==> src/ple_pkg.sv <==
`timescale 1ns / 1ps
// ----------------------------------------------------------------------------
// ple_pkg
// Shared types, request and status codes, and controller/datapath interface
// structs for the positional list engine.
// ----------------------------------------------------------------------------
package ple_pkg;

	// store geometry
	localparam int LIST_CAPACITY = 64;
	localparam int ADDR_W        = $clog2(LIST_CAPACITY);
	localparam int CNT_W         = 7;

	// request codes
	localparam logic [1:0] REQ_GET    = 2'd0;
	localparam logic [1:0] REQ_SET    = 2'd1;
	localparam logic [1:0] REQ_INSERT = 2'd2;
	localparam logic [1:0] REQ_REMOVE = 2'd3;

	// result status codes
	localparam logic [1:0] ST_OK      = 2'd0;
	localparam logic [1:0] ST_BAD_POS = 2'd1;
	localparam logic [1:0] ST_FULL    = 2'd2;

	// read address select
	localparam logic [2:0] RA_POS_M1 = 3'd0;
	localparam logic [2:0] RA_CNT_M1 = 3'd1;
	localparam logic [2:0] RA_IDX_M2 = 3'd2;
	localparam logic [2:0] RA_IDX_P1 = 3'd3;
	localparam logic [2:0] RA_IDX_P2 = 3'd4;

	// write select
	localparam logic WS_POS_VAL = 1'b0;
	localparam logic WS_IDX_RD  = 1'b1;

	// walk index operation
	localparam logic [2:0] IDX_HOLD     = 3'd0;
	localparam logic [2:0] IDX_SET_CNT  = 3'd1;
	localparam logic [2:0] IDX_SET_POS1 = 3'd2;
	localparam logic [2:0] IDX_DEC      = 3'd3;
	localparam logic [2:0] IDX_INC      = 3'd4;

	// request beat
	typedef struct packed {
		logic [1:0]        req_type;
		logic [CNT_W-1:0]  position;
		logic signed [31:0] value;
	} ple_req_t;

	// result beat
	typedef struct packed {
		logic [1:0]        status;
		logic signed [31:0] data;
		logic [CNT_W-1:0]  count;
		logic              is_empty;
		logic              is_full;
	} ple_rsp_t;

	// controller -> datapath
	typedef struct packed {
		logic       load;
		logic       store_status;
		logic       rd_en;
		logic [2:0] rd_sel;
		logic       wr_en;
		logic       wr_sel;
		logic [2:0] idx_op;
		logic       cnt_inc;
		logic       cnt_dec;
		logic       data_cap;
		logic       out_load;
	} ple_cmd_t;

	// datapath -> controller
	typedef struct packed {
		logic [1:0] req_type;
		logic       err;
		logic       append;
		logic       ins_last;
		logic       rm_end;
		logic       rm_last;
		logic       out_busy;
	} ple_sts_t;

endpackage

==> src/positional_list_engine_core.sv <==
`timescale 1ns / 1ps
// ----------------------------------------------------------------------------
// positional_list_engine_core
// Ordered list of signed 32-bit values with get, set, insert and remove at a
// 1-based position; one result beat per request beat.
// ----------------------------------------------------------------------------
// One request is handled at a time. From acceptance, an error, a set or an
// append passes S_CHECK and S_DONE until the result register is loaded, a get
// adds S_RD_WAIT, a remove S_RM_DATA and S_RM unless it is at the end, and
// an insert that is not an append S_INS and S_INS_PUT: the shift moves one
// entry per cycle through the single write port of the element store. A new
// request is taken in the cycle after the previous result is loaded into the
// result register, even while that result still waits on rsp_ready. The store
// needs no clearing after reset; the count starts at zero.
module positional_list_engine_core import ple_pkg::*; (
	input  logic     clk,
	input  logic     arst_n,
	input  logic     req_valid,
	output logic     req_ready,
	input  ple_req_t req,
	output logic     rsp_valid,
	input  logic     rsp_ready,
	output ple_rsp_t rsp
);

	ple_cmd_t cmd;
	ple_sts_t sts;

	ple_ctrl u_ctrl (
		.clk       (clk),
		.arst_n    (arst_n),
		.req_valid (req_valid),
		.req_ready (req_ready),
		.sts       (sts),
		.cmd       (cmd)
	);

	ple_datapath u_datapath (
		.clk       (clk),
		.arst_n    (arst_n),
		.req       (req),
		.cmd       (cmd),
		.sts       (sts),
		.rsp_valid (rsp_valid),
		.rsp_ready (rsp_ready),
		.rsp       (rsp)
	);

	// one request in flight: no accept in the cycle after an accept
	assert property (@(posedge clk) disable iff (!arst_n)
		req_valid && req_ready |=> !req_ready)
		else $error("request accepted while another is in flight");

	// count never passes capacity
	assert property (@(posedge clk) disable iff (!arst_n)
		rsp_valid |-> rsp.count <= CNT_W'(LIST_CAPACITY))
		else $error("count above capacity");

	// flags agree with the count
	assert property (@(posedge clk) disable iff (!arst_n)
		rsp_valid |-> (rsp.is_empty == (rsp.count == '0)) &&
			(rsp.is_full == (rsp.count == CNT_W'(LIST_CAPACITY))))
		else $error("empty/full flags disagree with count");

	// errored requests return zero data
	assert property (@(posedge clk) disable iff (!arst_n)
		rsp_valid && rsp.status != ST_OK |-> rsp.data == '0)
		else $error("nonzero data on error status");

endmodule

==> src/ple_datapath.sv <==
`timescale 1ns / 1ps
// ----------------------------------------------------------------------------
// ple_datapath
// Element store, count, request registers, shift walk index and result
// register of the positional list engine.
// ----------------------------------------------------------------------------
module ple_datapath import ple_pkg::*; (
	input  logic     clk,
	input  logic     arst_n,
	input  ple_req_t req,
	input  ple_cmd_t cmd,
	output ple_sts_t sts,
	output logic     rsp_valid,
	input  logic     rsp_ready,
	output ple_rsp_t rsp
);

	logic [31:0]       mem [LIST_CAPACITY];
	logic [31:0]       rd_s1;
	logic [1:0]        req_type_q;
	logic [CNT_W-1:0]  pos_q;
	logic [31:0]       val_q;
	logic [CNT_W-1:0]  cnt_q;
	logic [CNT_W-1:0]  idx_q;
	logic [1:0]        status_q;
	logic [31:0]       data_q;
	logic              out_valid_q;
	ple_rsp_t          rsp_q;

	logic [1:0]        status_c;
	logic [CNT_W:0]    cnt_p1;
	logic [CNT_W-1:0]  rd_idx;
	logic [CNT_W-1:0]  wr_idx;
	logic [31:0]       wr_data;
	logic [CNT_W-1:0]  cnt_next;

	// request registers, payload only
	always_ff @(posedge clk) begin
		if (cmd.load) begin
			req_type_q <= req.req_type;
			pos_q      <= req.position;
			val_q      <= req.value;
		end
	end

	// position and capacity check
	assign cnt_p1 = {1'b0, cnt_q} + {{CNT_W{1'b0}}, 1'b1};
	always_comb begin
		status_c = ST_OK;
		if (req_type_q == REQ_INSERT) begin
			if (cnt_q >= CNT_W'(LIST_CAPACITY)) begin
				status_c = ST_FULL;
			end else if (pos_q == '0 || {1'b0, pos_q} > cnt_p1) begin
				status_c = ST_BAD_POS;
			end
		end else if (pos_q == '0 || pos_q > cnt_q) begin
			status_c = ST_BAD_POS;
		end
	end

	// read address select
	always_comb begin
		case (cmd.rd_sel)
			RA_POS_M1: rd_idx = pos_q - CNT_W'(1);
			RA_CNT_M1: rd_idx = cnt_q - CNT_W'(1);
			RA_IDX_M2: rd_idx = idx_q - CNT_W'(2);
			RA_IDX_P1: rd_idx = idx_q + CNT_W'(1);
			RA_IDX_P2: rd_idx = idx_q + CNT_W'(2);
			default:   rd_idx = pos_q - CNT_W'(1);
		endcase
	end

	// write address and data select
	assign wr_idx  = (cmd.wr_sel == WS_IDX_RD) ? idx_q : pos_q - CNT_W'(1);
	assign wr_data = (cmd.wr_sel == WS_IDX_RD) ? rd_s1 : val_q;

	// element store: one write port, one registered read port
	always_ff @(posedge clk) begin
		if (cmd.wr_en) begin
			mem[wr_idx[ADDR_W-1:0]] <= wr_data;
		end
		if (cmd.rd_en) begin
			rd_s1 <= mem[rd_idx[ADDR_W-1:0]];
		end
	end

	// shift walk index
	always_ff @(posedge clk) begin
		case (cmd.idx_op)
			IDX_HOLD:     idx_q <= idx_q;
			IDX_SET_CNT:  idx_q <= cnt_q;
			IDX_SET_POS1: idx_q <= pos_q - CNT_W'(1);
			IDX_DEC:      idx_q <= idx_q - CNT_W'(1);
			IDX_INC:      idx_q <= idx_q + CNT_W'(1);
			default:      idx_q <= idx_q;
		endcase
	end

	// status and data of the pending result
	always_ff @(posedge clk) begin
		if (cmd.store_status) begin
			status_q <= status_c;
		end
		if (cmd.load) begin
			data_q <= '0;
		end else if (cmd.data_cap) begin
			data_q <= rd_s1;
		end
	end

	// element count
	always_comb begin
		cnt_next = cnt_q;
		if (cmd.cnt_inc) begin
			cnt_next = cnt_q + CNT_W'(1);
		end else if (cmd.cnt_dec) begin
			cnt_next = cnt_q - CNT_W'(1);
		end
	end

	always_ff @(posedge clk or negedge arst_n) begin
		if (!arst_n) begin
			cnt_q <= '0;
		end else begin
			cnt_q <= cnt_next;
		end
	end

	// result register
	always_ff @(posedge clk or negedge arst_n) begin
		if (!arst_n) begin
			out_valid_q <= 1'b0;
		end else if (cmd.out_load) begin
			out_valid_q <= 1'b1;
		end else if (rsp_ready) begin
			out_valid_q <= 1'b0;
		end
	end

	always_ff @(posedge clk) begin
		if (cmd.out_load) begin
			rsp_q.status   <= status_q;
			rsp_q.data     <= data_q;
			rsp_q.count    <= cnt_q;
			rsp_q.is_empty <= (cnt_q == '0);
			rsp_q.is_full  <= (cnt_q == CNT_W'(LIST_CAPACITY));
		end
	end

	assign rsp_valid = out_valid_q;
	assign rsp       = rsp_q;

	// status toward the controller
	assign sts.req_type = req_type_q;
	assign sts.err      = (status_c != ST_OK);
	assign sts.append   = ({1'b0, pos_q} == cnt_p1);
	assign sts.ins_last = (idx_q == pos_q);
	assign sts.rm_end   = (pos_q == cnt_q);
	assign sts.rm_last  = ({1'b0, idx_q} + (CNT_W+1)'(2) == {1'b0, cnt_q});
	assign sts.out_busy = out_valid_q & ~rsp_ready;

endmodule

==> src/ple_ctrl.sv <==
`timescale 1ns / 1ps
// ----------------------------------------------------------------------------
// ple_ctrl
// Request sequencer: checks a request, walks the store for insert and remove
// shifts, and hands the finished result to the result register.
// ----------------------------------------------------------------------------
module ple_ctrl import ple_pkg::*; (
	input  logic     clk,
	input  logic     arst_n,
	input  logic     req_valid,
	output logic     req_ready,
	input  ple_sts_t sts,
	output ple_cmd_t cmd
);

	localparam logic [2:0] S_IDLE    = 3'd0;
	localparam logic [2:0] S_CHECK   = 3'd1;
	localparam logic [2:0] S_RD_WAIT = 3'd2;
	localparam logic [2:0] S_INS     = 3'd3;
	localparam logic [2:0] S_INS_PUT = 3'd4;
	localparam logic [2:0] S_RM_DATA = 3'd5;
	localparam logic [2:0] S_RM      = 3'd6;
	localparam logic [2:0] S_DONE    = 3'd7;

	logic [2:0] state_q;
	logic [2:0] state_d;

	assign req_ready = (state_q == S_IDLE);

	// next state and commands
	always_comb begin
		state_d          = state_q;
		cmd              = '0;
		cmd.rd_sel       = RA_POS_M1;
		cmd.wr_sel       = WS_POS_VAL;
		cmd.idx_op       = IDX_HOLD;
		case (state_q)
			S_IDLE: begin
				if (req_valid) begin
					cmd.load = 1'b1;
					state_d  = S_CHECK;
				end
			end
			S_CHECK: begin
				cmd.store_status = 1'b1;
				if (sts.err) begin
					state_d = S_DONE;
				end else begin
					case (sts.req_type)
						REQ_GET: begin
							cmd.rd_en = 1'b1;
							state_d   = S_RD_WAIT;
						end
						REQ_SET: begin
							cmd.wr_en = 1'b1;
							state_d   = S_DONE;
						end
						REQ_INSERT: begin
							if (sts.append) begin
								cmd.wr_en   = 1'b1;
								cmd.cnt_inc = 1'b1;
								state_d     = S_DONE;
							end else begin
								// first move: last entry up one slot
								cmd.rd_en  = 1'b1;
								cmd.rd_sel = RA_CNT_M1;
								cmd.idx_op = IDX_SET_CNT;
								state_d    = S_INS;
							end
						end
						REQ_REMOVE: begin
							cmd.rd_en  = 1'b1;
							cmd.idx_op = IDX_SET_POS1;
							state_d    = S_RM_DATA;
						end
						default: state_d = S_DONE;
					endcase
				end
			end
			S_RD_WAIT: begin
				cmd.data_cap = 1'b1;
				state_d      = S_DONE;
			end
			S_INS: begin
				// write the entry read last cycle one slot up
				cmd.wr_en  = 1'b1;
				cmd.wr_sel = WS_IDX_RD;
				if (sts.ins_last) begin
					state_d = S_INS_PUT;
				end else begin
					cmd.rd_en  = 1'b1;
					cmd.rd_sel = RA_IDX_M2;
					cmd.idx_op = IDX_DEC;
				end
			end
			S_INS_PUT: begin
				cmd.wr_en   = 1'b1;
				cmd.cnt_inc = 1'b1;
				state_d     = S_DONE;
			end
			S_RM_DATA: begin
				cmd.data_cap = 1'b1;
				if (sts.rm_end) begin
					cmd.cnt_dec = 1'b1;
					state_d     = S_DONE;
				end else begin
					cmd.rd_en  = 1'b1;
					cmd.rd_sel = RA_IDX_P1;
					state_d    = S_RM;
				end
			end
			S_RM: begin
				// write the entry read last cycle one slot down
				cmd.wr_en  = 1'b1;
				cmd.wr_sel = WS_IDX_RD;
				if (sts.rm_last) begin
					cmd.cnt_dec = 1'b1;
					state_d     = S_DONE;
				end else begin
					cmd.rd_en  = 1'b1;
					cmd.rd_sel = RA_IDX_P2;
					cmd.idx_op = IDX_INC;
				end
			end
			S_DONE: begin
				if (!sts.out_busy) begin
					cmd.out_load = 1'b1;
					state_d      = S_IDLE;
				end
			end
			default: state_d = S_IDLE;
		endcase
	end

	always_ff @(posedge clk or negedge arst_n) begin
		if (!arst_n) begin
			state_q <= S_IDLE;
		end else begin
			state_q <= state_d;
		end
	end

endmodule
==> config.mk <==
export PLATFORM = sky130hd
export DESIGN_NAME = positional_list_engine_core
export DESIGN_NICKNAME = d
export VERILOG_FILES = /design/src/ple_pkg.sv /design/src/positional_list_engine_core.sv /design/src/ple_datapath.sv /design/src/ple_ctrl.sv
export SDC_FILE = /design/constraint.sdc
export NUM_CORES = 2
export LEC_CHECK = 0
export ABC_AREA = 1
export BUFFER_PORTS_ARGS = -buffer_cell sky130_fd_sc_hd__buf_2
export CAP_MARGIN = 0
export CELL_PAD_IN_SITES_DETAIL_PLACEMENT = 1
export CELL_PAD_IN_SITES_GLOBAL_PLACEMENT = 2
export CORE_UTILIZATION = 41
export DETAILED_ROUTE_END_ITERATION = 6
export HOLD_SLACK_MARGIN = 0.05
export PLACE_DENSITY = 0.78
export SYNTH_ARGS = -nofsm -noshare
export SYNTH_HDL_FRONTEND = slang
export SYNTH_SLANG_ARGS = --single-unit
==> constraint.sdc <==
create_clock -name clk -period 6.7 [get_ports clk]
set_clock_uncertainty 0.05 [all_clocks]
set_input_delay 0 -clock clk [delete_from_list [all_inputs] [get_ports clk]]
set_output_delay 0 -clock clk [all_outputs]
set_load 0.005 [all_outputs]
==> flow_metrics.tcl <==
set metrics [dict create \
    status "finished, final reports clean" \
    synthMostInstantiatedCell "nand3_1" \
    viasPerCell 5.62 \
    synth_common_cells "nand3_1 (2206), edfxtp_1 (2173), nand2_1 (1467)" \
    clockRootBuffer "clkbuf_16" \
    synthTopCellsByArea "edfxtp_1 (67%), nand3_1 (11%), nand3b_1 (5.9%)" \
    synth_area_per_cell_um2 11.2 \
    crit_path_max_fanout 55 \
    synth_edf_count 2173 \
    fmax_mhz 164 \
    htree_levels 4 \
    tightest_slew_ns 1.31 \
    die_h_um 490 \
    clk_path_buf_depth 3 \
    numPortBuffers 89 \
    area_growth_pct 13.3 \
    routedWlPerCell_um 26.1 \
    synth_top_area_cell "edfxtp_1" \
    syn-num-nets 8844 \
    rows 178 \
    num_vias 68600 \
    setup_viol 0 \
    synth_seq_area_share_pct 67.7 \
    timing.critical_path.buf_inv 3 \
    drt_wl_total_mm 319 \
    grt_pass1_vias 70600 \
    crit_path_max_incr_delay_ns 0.54 \
    cp.required_ns 7.37 \
    grt_max_degree 160 \
    place_congestion 0.826 \
    overflow 0 \
    post-cts-setup-buffers 0 \
    hpwl_mm 176 \
    rsz0062_at_grt "no" \
    timing.final.crit_period_ns 6.11 \
    hold_class "primary input to asynchronous set/reset pin" \
    criticalPathCategory "flop to flop" \
    end_kind "flop" \
    grt_pass1_wl_mm 473 \
    grt.total_usage_pct 26.2 \
    cp.arrival_ns 6.78 \
    yosysWarnings 0 \
    drt_first_pass_iters 6 \
    synth-main-ff-cell "edfxtp_1" \
    slew_headroom_pct 11.4 \
    report.final.hold_viol_count 0 \
    path_clk_slew_ns 0.06 \
    io_pins 90 \
    cts_resized 0 \
    crit_top_cell "nand3_1" \
    synth.distinct_cells 43 \
    cts_tree "yes" \
    start_util_pct 41.4 \
    remaining_drc_errors 0 \
    grt_antenna_before_repair 10 \
    clock_latency_ns 0.90 \
    crit_family "simple AND/OR/NAND/NOR gates" \
    maxCapViolations 0 \
    cts_inserted_buffers 232 \
    syn_inst 8767 \
    postRouteAntennaNets 0 \
    core_area_mm2 0.236 \
    post-route-period-util_pct 91.2 \
    crit_slowest_cell "inv_8" \
    clock-sinks 2216 \
    ys_seq_elements 2216 \
    drv_slew 0 \
    synth.cell_area_mm2 0.0978 \
    die_w_um 490 \
    critPathLaunchType "flop" \
    async_flop_share_pct 0.496 \
    die_area_mm2 0.240 \
    yosysTopAreaCellShare_pct 66.8 \
    drive_gt1_share_pct 8.69 \
    finalSetupTns_ns 0 \
    fin_nets 8943 \
    dr.first_iter.drc_count 6402 \
]
kinds of logic after synthesis:
group           count (synthesis)  share of synthesized area [%]
simple gates                 4591                           23.5
flops                        2216                           67.7
buf+inv                      1803                           7.55
compound gates                 96                          0.549
fa+ha+maj                      32                          0.417
xor+xnor                       29                          0.260
layer usage:
layer	vias up	GRT usage [%]	wire length, µm
met4	4	7.26	7860
met5	-	0	34
li1	30400	-	-
met1	35400	36.3	139000
met3	466	3.51	20600
met2	2317	43.2	152000
metrics by stage:
| step | hold WS, ns | instance area (µm²) | worst slack (ns) | std cells | utilization, % |
|---|---|---|---|---|---|
| 6_report | 0.235 | 111000 | 0.588 | 12200 | 46.9 |
| 5_1_grt | 0.214 | 111000 | 0.312 | 12200 | 46.9 |
| 4_1_cts | 0.168 | 111000 | 0.731 | 12200 | 46.9 |
| 3_5_place_dp | -0.126 | 103000 | 0.742 | 11700 | 43.5 |
| 3_3_place_gp | -0.129 | 103000 | 0.770 | 11700 | 43.5 |
| 2_1_floorplan | -0.346 | 97800 | 1.99 | 8767 | - |
flip-flops by register name, indices dropped and copies added, names as in the netlist, 3 cells and up:
| register | flops |
|---|---|
| u_datapath.mem | 2048 |
| u_datapath.rsp | 43 |
| u_datapath.data_q | 32 |
| u_datapath.pos_q | 7 |
| u_datapath.val_q | 32 |
| u_ctrl.state_q | 3 |
| u_datapath.idx_q | 7 |
| u_datapath.rd_s1 | 32 |
| u_datapath.cnt_q | 7 |
final cells by class:
class / instances / area [µm²]
fillers: 24900 / 125000
flip-flops and latches: 2216 / 66200
multi-input cells: 4748 / 24800
clock buffers: 295 / 6100
inverters: 1225 / 4630
repair buffers: 443 / 4080
well taps: 3150 / 3940
clock inverters: 130 / 981
diodes: 3 / 7.51
worst paths after layout:
check | from | to | slack (ns) | depth (start not counted)
max reg2reg | u_datapath.cnt_q[1] | u_datapath.rd_s1[27] | 0.59 | 25
min reg2reg | u_datapath.data_q[26] | u_datapath.rsp[35] | 0.38 | 0
min | arst_n | u_ctrl.state_q[2] | 0.23 | 3
max | u_datapath.cnt_q[1] | u_datapath.rd_s1[27] | 0.59 | 25
min in group clk | req_valid | u_datapath.pos_q[2] | 0.25 | 4
max in group asynchronous | arst_n | u_datapath.cnt_q[3] | 5.93 | 3
worst reg2reg max path, stage by stage (launching register included):
cell	delay (ns)
dfrtp_1	0.49
ha_1	0.25
nand2_1	0.06
nor2_1	0.18
nand3_1	0.11
xor2_1	0.17
ha_1	0.32
nand3_1	0.08
a21oi_1	0.24
nand2_1	0.15
nand2_1	0.09
nand2_1	0.07
nand2_1	0.08
nand4_2	0.18
clkinv_1	0.17
nand2_1	0.08
nand3_1	0.21
nand2_8	0.34
inv_8	0.64
buf_4	0.76
nand3_1	0.13
nand3_1	0.09
nand3_1	0.11
nand3_1	0.24
nand3_1	0.46
nand2_1	0.24
what timing repair did:
action,4_1_cts,5_1_grt
setup endpoints to repair,0,0
endpoints found under the hold margin,138,0
hold buffers,87,0
placed cells by master, fill, tap and decap left out, types with 3 or more instances in the layout:
cell	count
clkinv_2	43
diode_2	3
clkbuf_16	234
inv_8	3
dlygate4sd3_1	87
or2_2	3
nor2_1	44
buf_12	61
xnor2_1	5
buf_2	89
nand3_4	3
nand4_1	17
a21oi_1	49
o21ai_0	25
nand2_4	4
inv_1	1211
nor3_1	9
edfxtp_1	2173
clkinv_1	64
dfrtp_1	11
nand3b_1	767
nor2_4	69
buf_4	206
clkbuf_1	59
o2111ai_1	5
o211ai_1	6
clkinv_8	4
dfxtp_1	32
inv_6	6
nand3_1	2205
bufinv_16	11
ha_1	31
nand2_1	1434
nand2_2	31
inv_2	6
xor2_1	24
Power is not shown: default switching activity piles up to over one toggle a cycle in this logic, so the estimate is an artifact.
